$ cat config.mk
export PLATFORM = sky130hd
export DESIGN_NAME = command_line_tokenizer_unit
export DESIGN_NICKNAME = d
export VERILOG_FILES = /design/src/hw/rtl/clt_pkg.sv /design/src/hw/rtl/clt_decode.sv /design/src/hw/rtl/command_line_tokenizer_unit.sv
export SDC_FILE = /design/constraint.sdc
export NUM_CORES = 1
export LEC_CHECK = 0
export ABC_AREA = 1
export ABC_CLOCK_PERIOD_IN_PS = 5400
export BUFFER_PORTS_ARGS = -buffer_cell sky130_fd_sc_hd__buf_2
export CAP_MARGIN = 0
export CELL_PAD_IN_SITES_DETAIL_PLACEMENT = 0
export CELL_PAD_IN_SITES_GLOBAL_PLACEMENT = 1
export CORE_MARGIN = 10
export CORE_UTILIZATION = 40
export CTS_BUF_LIST = sky130_fd_sc_hd__clkbuf_16
export DETAILED_ROUTE_END_ITERATION = 8
export PLACE_DENSITY = 0.83
export REMOVE_ABC_BUFFERS = 1
export SLEW_MARGIN = 20
export SYNTH_ARGS = -nofsm -noshare
export SYNTH_HDL_FRONTEND = slang
export SYNTH_SLANG_ARGS = --single-unit
$ cat constraint.sdc
create_clock -name clk_i -period 5.4 [get_ports clk_i]
set_input_delay 1.08 -clock clk_i [delete_from_list [all_inputs] [get_ports clk_i]]
set_output_delay 1.08 -clock clk_i [all_outputs]
set_load 0.01 [all_outputs]
$ cat src/hw/rtl/clt_pkg.sv
// ----------------------------------------------------------------------------
// clt_pkg
// Shared types and character codes for the command line tokenizer.
// ----------------------------------------------------------------------------
package clt_pkg;

  localparam logic [7:0] ChSpace = 8'h20;
  localparam logic [7:0] ChLf    = 8'h0A;
  localparam logic [7:0] ChCr    = 8'h0D;
  localparam logic [7:0] ChNul   = 8'h00;

  localparam logic [7:0] LimitReset = 8'd64;
  localparam int unsigned MaxRecs   = 4;

  localparam logic RegLineLimit = 1'b0;

  typedef enum logic [2:0] {
    MODE_START = 3'b001,
    MODE_GAP   = 3'b010,
    MODE_ARG   = 3'b100
  } mode_e;

  typedef enum logic [1:0] {
    KIND_WRITE = 2'd0,
    KIND_ARG   = 2'd1,
    KIND_LINE  = 2'd2
  } kind_e;

  typedef struct packed {
    mode_e      mode;
    logic [7:0] write_index;
    logic [7:0] args_seen;
  } clt_state_t;

  typedef struct packed {
    kind_e      kind;
    logic [7:0] buf_index;
    logic [7:0] buf_byte;
    logic [6:0] arg_number;
    logic [7:0] arg_count;
    logic       truncated;
  } clt_rec_t;

  typedef struct packed {
    clt_rec_t [MaxRecs-1:0] recs;
    logic [2:0]             count;
    clt_state_t             next;
  } clt_dec_t;

endpackage

$ cat src/hw/rtl/clt_decode.sv
// ----------------------------------------------------------------------------
// clt_decode
// Per-byte decode: result records and next parser state for one rx byte.
// ----------------------------------------------------------------------------
module clt_decode (
  input  clt_pkg::clt_state_t state_i,
  input  logic [7:0]          rx_byte_i,
  input  logic [7:0]          line_limit_i,
  output clt_pkg::clt_dec_t   dec_o
);
  import clt_pkg::*;

  logic       eol;
  logic       is_space;
  logic       do_arg;
  logic       do_write;
  logic       do_end;
  logic       wrap;
  logic [7:0] wr_val;
  logic [7:0] wi_inc;
  logic [7:0] args_cur;
  logic [2:0] n;

  always_comb begin
    eol      = (rx_byte_i == ChCr) || (rx_byte_i == ChLf);
    is_space = (rx_byte_i == ChSpace);
    do_arg   = 1'b0;
    do_write = 1'b0;
    do_end   = 1'b0;
    wr_val   = rx_byte_i;
    dec_o    = '0;
    dec_o.next = state_i;

    case (state_i.mode)
      MODE_ARG: begin
        if (eol) begin
          do_end = 1'b1;
        end else if (is_space) begin
          dec_o.next.mode = MODE_GAP;
          do_write        = 1'b1;
          wr_val          = ChNul;
        end else begin
          do_write = 1'b1;
        end
      end
      default: begin
        if (eol) begin
          if (state_i.mode == MODE_GAP) begin
            do_end = 1'b1;
          end else begin
            dec_o.next.mode = MODE_START;
          end
        end else if (is_space) begin
          dec_o.next.mode = MODE_GAP;
        end else begin
          do_arg          = 1'b1;
          do_write        = 1'b1;
          dec_o.next.mode = MODE_ARG;
        end
      end
    endcase

    args_cur = do_arg ? state_i.args_seen + 8'd1 : state_i.args_seen;
    wi_inc   = state_i.write_index + 8'd1;
    wrap     = do_write && (wi_inc == line_limit_i);

    dec_o.next.args_seen = args_cur;
    if (do_write) begin
      dec_o.next.write_index = wi_inc;
    end
    if (do_end || wrap) begin
      dec_o.next.mode        = MODE_START;
      dec_o.next.write_index = 8'd0;
      dec_o.next.args_seen   = 8'd0;
    end

    n = 3'd0;
    if (do_arg) begin
      dec_o.recs[n[1:0]].kind       = KIND_ARG;
      dec_o.recs[n[1:0]].buf_index  = state_i.write_index;
      dec_o.recs[n[1:0]].arg_number = state_i.args_seen[6:0];
      n = n + 3'd1;
    end
    if (do_write) begin
      dec_o.recs[n[1:0]].kind      = KIND_WRITE;
      dec_o.recs[n[1:0]].buf_index = state_i.write_index;
      dec_o.recs[n[1:0]].buf_byte  = wr_val;
      n = n + 3'd1;
    end
    if (do_end || wrap) begin
      dec_o.recs[n[1:0]].kind      = KIND_WRITE;
      dec_o.recs[n[1:0]].buf_index = state_i.write_index;
      dec_o.recs[n[1:0]].buf_byte  = ChNul;
      n = n + 3'd1;
      dec_o.recs[n[1:0]].kind      = KIND_LINE;
      dec_o.recs[n[1:0]].arg_count = args_cur;
      dec_o.recs[n[1:0]].truncated = wrap;
      n = n + 3'd1;
    end
    dec_o.count = n;
  end

endmodule

$ cat src/hw/rtl/command_line_tokenizer_unit.sv
// ----------------------------------------------------------------------------
// command_line_tokenizer_unit
// Splits received bytes into lines of space-separated arguments and reports
// buffer writes, argument starts and line completion as a record stream.
//
//   channel  dir  handshake            payload
//   s_axis   in   tvalid/tready        tdata: rx_byte
//   m_axis   out  tvalid/tready/tlast  tuser: kind, tdata: record fields
//   apb      in   psel/penable/pready  reg 0 at 0x0: line_limit
//
// a byte is decoded in the cycle it is accepted; its records (up to four)
// are held in a record register and leave one per cycle unless m_axis stalls.
// one byte per cycle while each byte yields at most one record and m_axis does
// not stall; a byte with more records holds off s_axis until all are taken.
// the next byte is taken in the cycle the last pending record is taken.
// reset returns to line start with line_limit = 64.
// ----------------------------------------------------------------------------
module command_line_tokenizer_unit (
  input  logic        clk_i,
  input  logic        rst_ni,
  // rx_byte [7:0]
  input  logic [7:0]  s_axis_tdata,
  input  logic        s_axis_tvalid,
  output logic        s_axis_tready,
  // buf_index [7:0], buf_byte [15:8], arg_number [22:16], arg_count [30:23],
  // truncated [31]
  output logic [31:0] m_axis_tdata,
  // kind [1:0]
  output logic [1:0]  m_axis_tuser,
  output logic        m_axis_tlast,
  output logic        m_axis_tvalid,
  input  logic        m_axis_tready,
  input  logic        psel,
  input  logic        penable,
  input  logic        pwrite,
  input  logic [2:0]  paddr,
  input  logic [31:0] pwdata,
  output logic [31:0] prdata,
  output logic        pready
);
  import clt_pkg::*;

  clt_state_t             state_q, state_d;
  logic [7:0]             limit_q, limit_d;
  clt_rec_t [MaxRecs-1:0] recs_q, recs_d;
  logic [2:0]             cnt_q, cnt_d;
  logic [1:0]             ptr_q, ptr_d;
  logic                   pend_q, pend_d;
  clt_dec_t               dec;
  clt_rec_t               cur;
  logic                   take;
  logic                   is_last;
  logic                   accept;

  clt_decode u_decode (
    .state_i      (state_q),
    .rx_byte_i    (s_axis_tdata),
    .line_limit_i (limit_q),
    .dec_o        (dec)
  );

  assign pready = 1'b1;
  assign prdata = (paddr[2] == RegLineLimit) ? {24'd0, limit_q} : 32'd0;

  assign cur     = recs_q[ptr_q];
  assign is_last = ({1'b0, ptr_q} == (cnt_q - 3'd1));
  assign take    = pend_q && m_axis_tready;
  assign s_axis_tready = !pend_q || (take && is_last);
  assign accept  = s_axis_tvalid && s_axis_tready;

  assign m_axis_tvalid = pend_q;
  assign m_axis_tlast  = is_last;
  assign m_axis_tuser  = cur.kind;
  assign m_axis_tdata  = {cur.truncated, cur.arg_count, cur.arg_number,
                          cur.buf_byte, cur.buf_index};

  always_comb begin
    limit_d = limit_q;
    if (psel && penable && pwrite && pready && (paddr[2] == RegLineLimit)) begin
      limit_d = pwdata[7:0];
    end
  end

  always_comb begin
    state_d = state_q;
    recs_d  = recs_q;
    cnt_d   = cnt_q;
    ptr_d   = ptr_q;
    pend_d  = pend_q;
    if (accept) begin
      state_d = dec.next;
      recs_d  = dec.recs;
      cnt_d   = dec.count;
      ptr_d   = 2'd0;
      pend_d  = (dec.count != 3'd0);
    end else if (take) begin
      if (is_last) begin
        pend_d = 1'b0;
      end else begin
        ptr_d = ptr_q + 2'd1;
      end
    end
  end

  always_ff @(posedge clk_i or negedge rst_ni) begin
    if (!rst_ni) begin
      state_q <= '{mode: MODE_START, write_index: 8'd0, args_seen: 8'd0};
      limit_q <= LimitReset;
      cnt_q   <= 3'd0;
      ptr_q   <= 2'd0;
      pend_q  <= 1'b0;
    end else begin
      state_q <= state_d;
      limit_q <= limit_d;
      cnt_q   <= cnt_d;
      ptr_q   <= ptr_d;
      pend_q  <= pend_d;
    end
  end

  always_ff @(posedge clk_i) begin
    recs_q <= recs_d;
  end

endmodule

* Word-level counts from Yosys, hierarchy flattened *
Index checks and enable logic that the tools add are counted.

operators by class
  add/subtract/negate cells = 7
  $lt $le $gt $ge = 7
  equality and inequality tests = 11
  muxes and demuxes = 64
  bitwise logic cells = 1
  reductions and logical operators = 22

operators by type and width
  operator               number
  $bwmux W136            9
  $demux W34 S2          9
  $mux W136              2
  $mux W34               4
  $bmux W34 S2           1
  $mux W32               2
  $mux W24               2
  $mux W8                6
  $mux W3                8
  $mux W19               1
  $mux W9                2
  $add A8 B1 Y8 const B  2
  $eq A8 B4 Y1 const B   2
  $mux W1                14
  $logic_and A1 B1 Y1    10
  $lt A2 B3 Y1 const B   3
  $eq A8 B6 Y1 const B   1
  $eq A8 B8 Y1           1
  $mux W7                1
  $add A3 B1 Y3 const B  2
  $mux W2                3
  $ne A3 B3 Y1 const B   2
  $reduce_and A2 Y1      3
  $reduce_bool A2 Y1     3
  16 further kinds       19

storage, ports and cells
  register bits after elaboration = 169
  output and inout port bits = 70
  logic and storage cells = 143

* Longest topological paths before layout *
  word-level depth = 20
  depth in mapped cells = 14
  mapped depth without buffers = 14

* By module *
A second synthesis with hierarchy kept.

second synthesis, totals
  cells, all modules = 887
  area total of the unflattened synthesis = 8580.7 sq um

modules (own cells, without submodules)
  module                       instances  cells each  area each (sq um)  seq. area each (sq um)
  command_line_tokenizer_unit  1          537         6721.4             4912.2
  clt_decode                   1          350         1859.3             0.0

* Worst setup path after synthesis *
No wires, ideal clock.

  path kind = input to register
  from = input port m_axis_tready
  to = register recs_q[0] in the netlist's numbering (enable)
  setup time = 0.496 ns
  arrival = 4.249 ns
  slack = 0.654 ns
  cell stages on the path = 5
  buffers on the path = 1
  cells stage by stage = nor2_1 -> inv_1 -> nand2_1 -> nor2_2 -> clkbuf_1

on the way
  cells in the longest elaborated chain, start to end = 4

RTL lines
  element               RTL line                            text
  from (decl)           command_line_tokenizer_unit.sv:32   input logic m_axis_tready,
  $logic_and A1 B1 Y1   command_line_tokenizer_unit.sv:67   assign take = pend_q && m_axis_tready;
  $logic_and A1 B1 Y1   command_line_tokenizer_unit.sv:68   assign s_axis_tready = !pend_q || (take && is_last);
  $logic_or A1 B1 Y1    command_line_tokenizer_unit.sv:68
  $logic_and A1 B1 Y1   command_line_tokenizer_unit.sv:69   assign accept = s_axis_tvalid && s_axis_tready;
  via accept            command_line_tokenizer_unit.sv:53   logic accept;
  to (signal assigned)  command_line_tokenizer_unit.sv:122  recs_q <= recs_d;
  to (decl)             command_line_tokenizer_unit.sv:45   clt_rec_t [MaxRecs-1:0] recs_q, recs_d;

The timed path passes the listed nets, and every way through them passes these cells.
A chain may end at the register's enable or synchronous reset.

* Worst setup path after layout *
  from = register ptr_q[0]
  to = output port m_axis_tuser[1]

on the way
  cells in the longest elaborated chain, start to end = 2

RTL lines
  element                         RTL line                            text
  from (decl)                     command_line_tokenizer_unit.sv:47   logic [1:0] ptr_q, ptr_d;
  from (signal assigned)          command_line_tokenizer_unit.sv:116  ptr_q <= ptr_d;
  $bmux W34 S2                    command_line_tokenizer_unit.sv:65   assign cur = recs_q[ptr_q];
  $mux W34 (not written as such)  command_line_tokenizer_unit.sv:65
  to (decl)                       command_line_tokenizer_unit.sv:29   output logic [1:0] m_axis_tuser,

No other way between the ends. The select of a mux whose other input is x is not followed.

==> results.py <==
metrics = {
    "timing": {
        "rsz0062_at_grt": "no",
        "worst_pin_slew_ps": 992,
        "tns_ps": 0,
        "fin_crit_ps": 3370,
        "hold_viol": 0,
        "fin_skew_ps": 8.48,
        "max_freq_mhz": 297,
        "min_period_over_period": 0.624,
        "setup_viol": 0,
        "drv_slew": 0,
        "slew_headroom": 0.338,
    },
    "run_status": {
        "outcome": "finished, final reports clean",
    },
    "synthesis": {
        "synth_seq_cells": 129,
        "async_reset_ff_frac": 0.256,
        "yosysMostFrequentCell": "nor2_1",
        "synthTopCellsByCount": "nor2_1 (142), nand2_1 (97), edfxtp_1 (96)",
        "synth_top_area_frac": 0.451,
        "synth_top_area_cell": "edfxtp_1",
        "synth_cells": 686,
        "synthTopCellsByArea": "edfxtp_1 (45%), dfrtp_1 (12%), nor2_1 (8.3%), nand2_1 (5.7%), o21ai_0 (5.0%)",
        "ys_warn_count": 0,
        "synth-seq-area-share": 0.581,
        "ys_types": 35,
        "synthesis.area_mm2": 0.00638,
        "syn_area_per_cell_um2": 9.31,
        "synth_edf_count": 96,
        "synthFlopType": "edfxtp_1",
    },
    "floorplanning": {
        "core_region_area_mm2": 0.0158,
        "start_util": 0.405,
        "io_pins": 120,
        "rows": 46,
        "die_h_um": 146,
        "die_w_um": 146,
        "die_area_mm2": 0.0214,
    },
    "clock_tree": {
        "clock_sinks": 129,
        "cts_resized": 0,
        "clockRootBuffer": "clkbuf_16",
        "clock_latency_ps": 420,
        "post_cts_buffers": 0,
        "h-tree-depth": 4,
        "cts_tree": "done",
        "cts_buffer_depth": 2,
        "clkSlewWorstSetupHoldPaths_ps": 50,
        "hold_buffers": 0,
        "numCtsBuffers": 17,
    },
    "placed_design": {
        "port_buffers": 68,
        "dp_hpwl_mm": 9.54,
        "post_dp_cell_area_mm2": 0.00690,
        "place.gp.congestion": 0.821,
    },
    "setup_path": {
        "r2r_slack_ps": 2450,
        "crit_path_max_fanout": 33,
        "crit_type": "flop to output pin",
        "cpPeakStageDelay_ps": 550,
        "reg2reg_to": "recs_q[71]",
        "cp_slowest_cell": "clkinv_1",
        "cp-end-kind": "output pin",
        "reg2reg_from": "state_q[8]",
        "startpoint": "ptr_q[0]",
        "crit_end": "m_axis_tuser[1]",
        "rr_worst_depth": 12,
        "arrival_ps": 2290,
        "worstSetupStartpointType": "flop",
        "cp.required_ps": 4320,
        "path_cells": "clkinv_1 -> buf_4 -> o21ai_0 -> o22ai_1 -> buf_2",
    },
    "cells_and_area": {
        "antenna_cells": 0,
        "fin_area_mm2": 0.00748,
        "nNetsFinal": 825,
        "areaGrowthSynthToFinish_pct": 17.1,
        "layout-drive-gt1-share": 0.175,
    },
    "routing": {
        "routed.top_layer": "met4",
        "dr_total_vias": 4655,
        "wl_met1_mm": 7.07,
        "routedWlPerCell_um": 14.5,
        "wl_met3_um": 682,
        "viasPerCell": 4.65,
        "drc": 0,
        "wirelength_mm": 14.5,
        "route.met2.wl_mm": 6.49,
        "drt_iter0_drc": 401,
        "antenna_left": 0,
        "first_pass_iters": 7,
    },
    "grt": {
        "grt_pass1_vias": 4592,
        "grt_pass1_wl_mm": 23.9,
        "overflow": 0,
        "grtUsageTotal": 0.138,
        "antenna_found_initial": 0,
        "grt_max_degree": 66,
    },
    "run": {
        "drv_cap": 0,
    },
    "pwr": {
        "p_leak_nw": 3.30,
        "power_density_mw_per_mm2": 568,
        "max-vdd-ir-drop_mv": 0.301,
    },
    "min_path": {
        "timing.hold.worst.class": "flop to flop",
        "hold_start": "state_q[16]",
    },
}
## cell type report
class | count | area (µm²)
sequential | 129 | 3710
multi-input combinational | 466 | 2220
tap | 216 | 270
clock inverter | 15 | 153
timing repair buffer | 75 | 393
clock buffer | 17 | 425
inverter | 83 | 312
fill | 1525 | 8290
## state kept, by name, indices dropped and copies added (netlist names)
| signal | cells |
|---|---|
| cnt_q | 3 |
| ptr_q | 2 |
| limit_q | 8 |
| state_q | 19 |
| m_axis_tvalid | 1 |
| recs_q | 96 |
## where the power goes
part           internal, mW  switching, mW
clock                 0.712          0.408
combinational         0.497           1.12
sequential             1.39          0.125
total                  2.60           1.66
## critical path, delay by kind of cell (launching register included)
family / cells / cell delay, ps
flip-flops: 1 / 340
AO/OA/AOI/OAI: 2 / 320
buffers and inverters: 3 / 1190
## kinds of logic after synthesis
logic type | Yosys count | share of synthesized area
and+or+nand+nor | 301 | 0.209
buffers and inverters | 133 | 0.0972
DFF | 129 | 0.581
AOI/OAI and AO/OA | 105 | 0.0878
xor gates and xnor gates | 13 | 0.0178
adders and majority gates | 3 | 0.00588
other | 2 | 0.00118
## per-layer routing
layer / up-vias / GRT usage
met5: - / 0
met4: 0 / 0.0511
met3: 14 / 0.0396
met2: 111 / 0.213
met1: 2186 / 0.181
li1: 2344 / -
## layout by cell type (no fill, tap or decap)
master and instances:
nor2_1 142, xor2_1 11, dfrtp_1 31, a21oi_1 19, edfxtp_1 96, inv_1 79, nand3_4 1, clkinvlp_4 3
nor3_1 6, nor2_2 4, buf_4 7, ha_1 3, o211ai_2 1, nand2_2 5, clkinv_2 5, nor3_4 1
or2_1 1, buf_2 68, o21ai_1 1, clkinv_1 3, dfstp_2 2, nand4_2 1, nor2_4 12, nand2_1 97
xnor2_1 2, o21ai_0 64, o21bai_1 2, conb_1 44, nand3_1 27, clkbuf_16 17, nand4_1 2, inv_2 5
bufinv_16 3, o22ai_1 18, nand3_2 2
## stage by stage
stage	power [mW]	cells	worst slack, ps	util	hold WS, ps
after floorplan	2.59	678	259	-	470
after global placement	3.14	969	1670	0.438	481
after detailed placement	3.17	969	1640	0.438	482
after CTS	4.30	1001	1990	0.474	492
after global routing	4.57	1001	1860	0.474	531
final	4.25	1001	2030	0.474	489
## worst min-delay path by stage
stage	endpoint	slack (ps)	cells after the start
after floorplan	state_q[16]	470	2
after global placement	state_q[16]	480	2
after detailed placement	state_q[16]	480	2
after CTS	state_q[16]	490	2
after global routing	state_q[16]	530	2
final	state_q[16]	490	2
(Power assumes the default switching activity.)
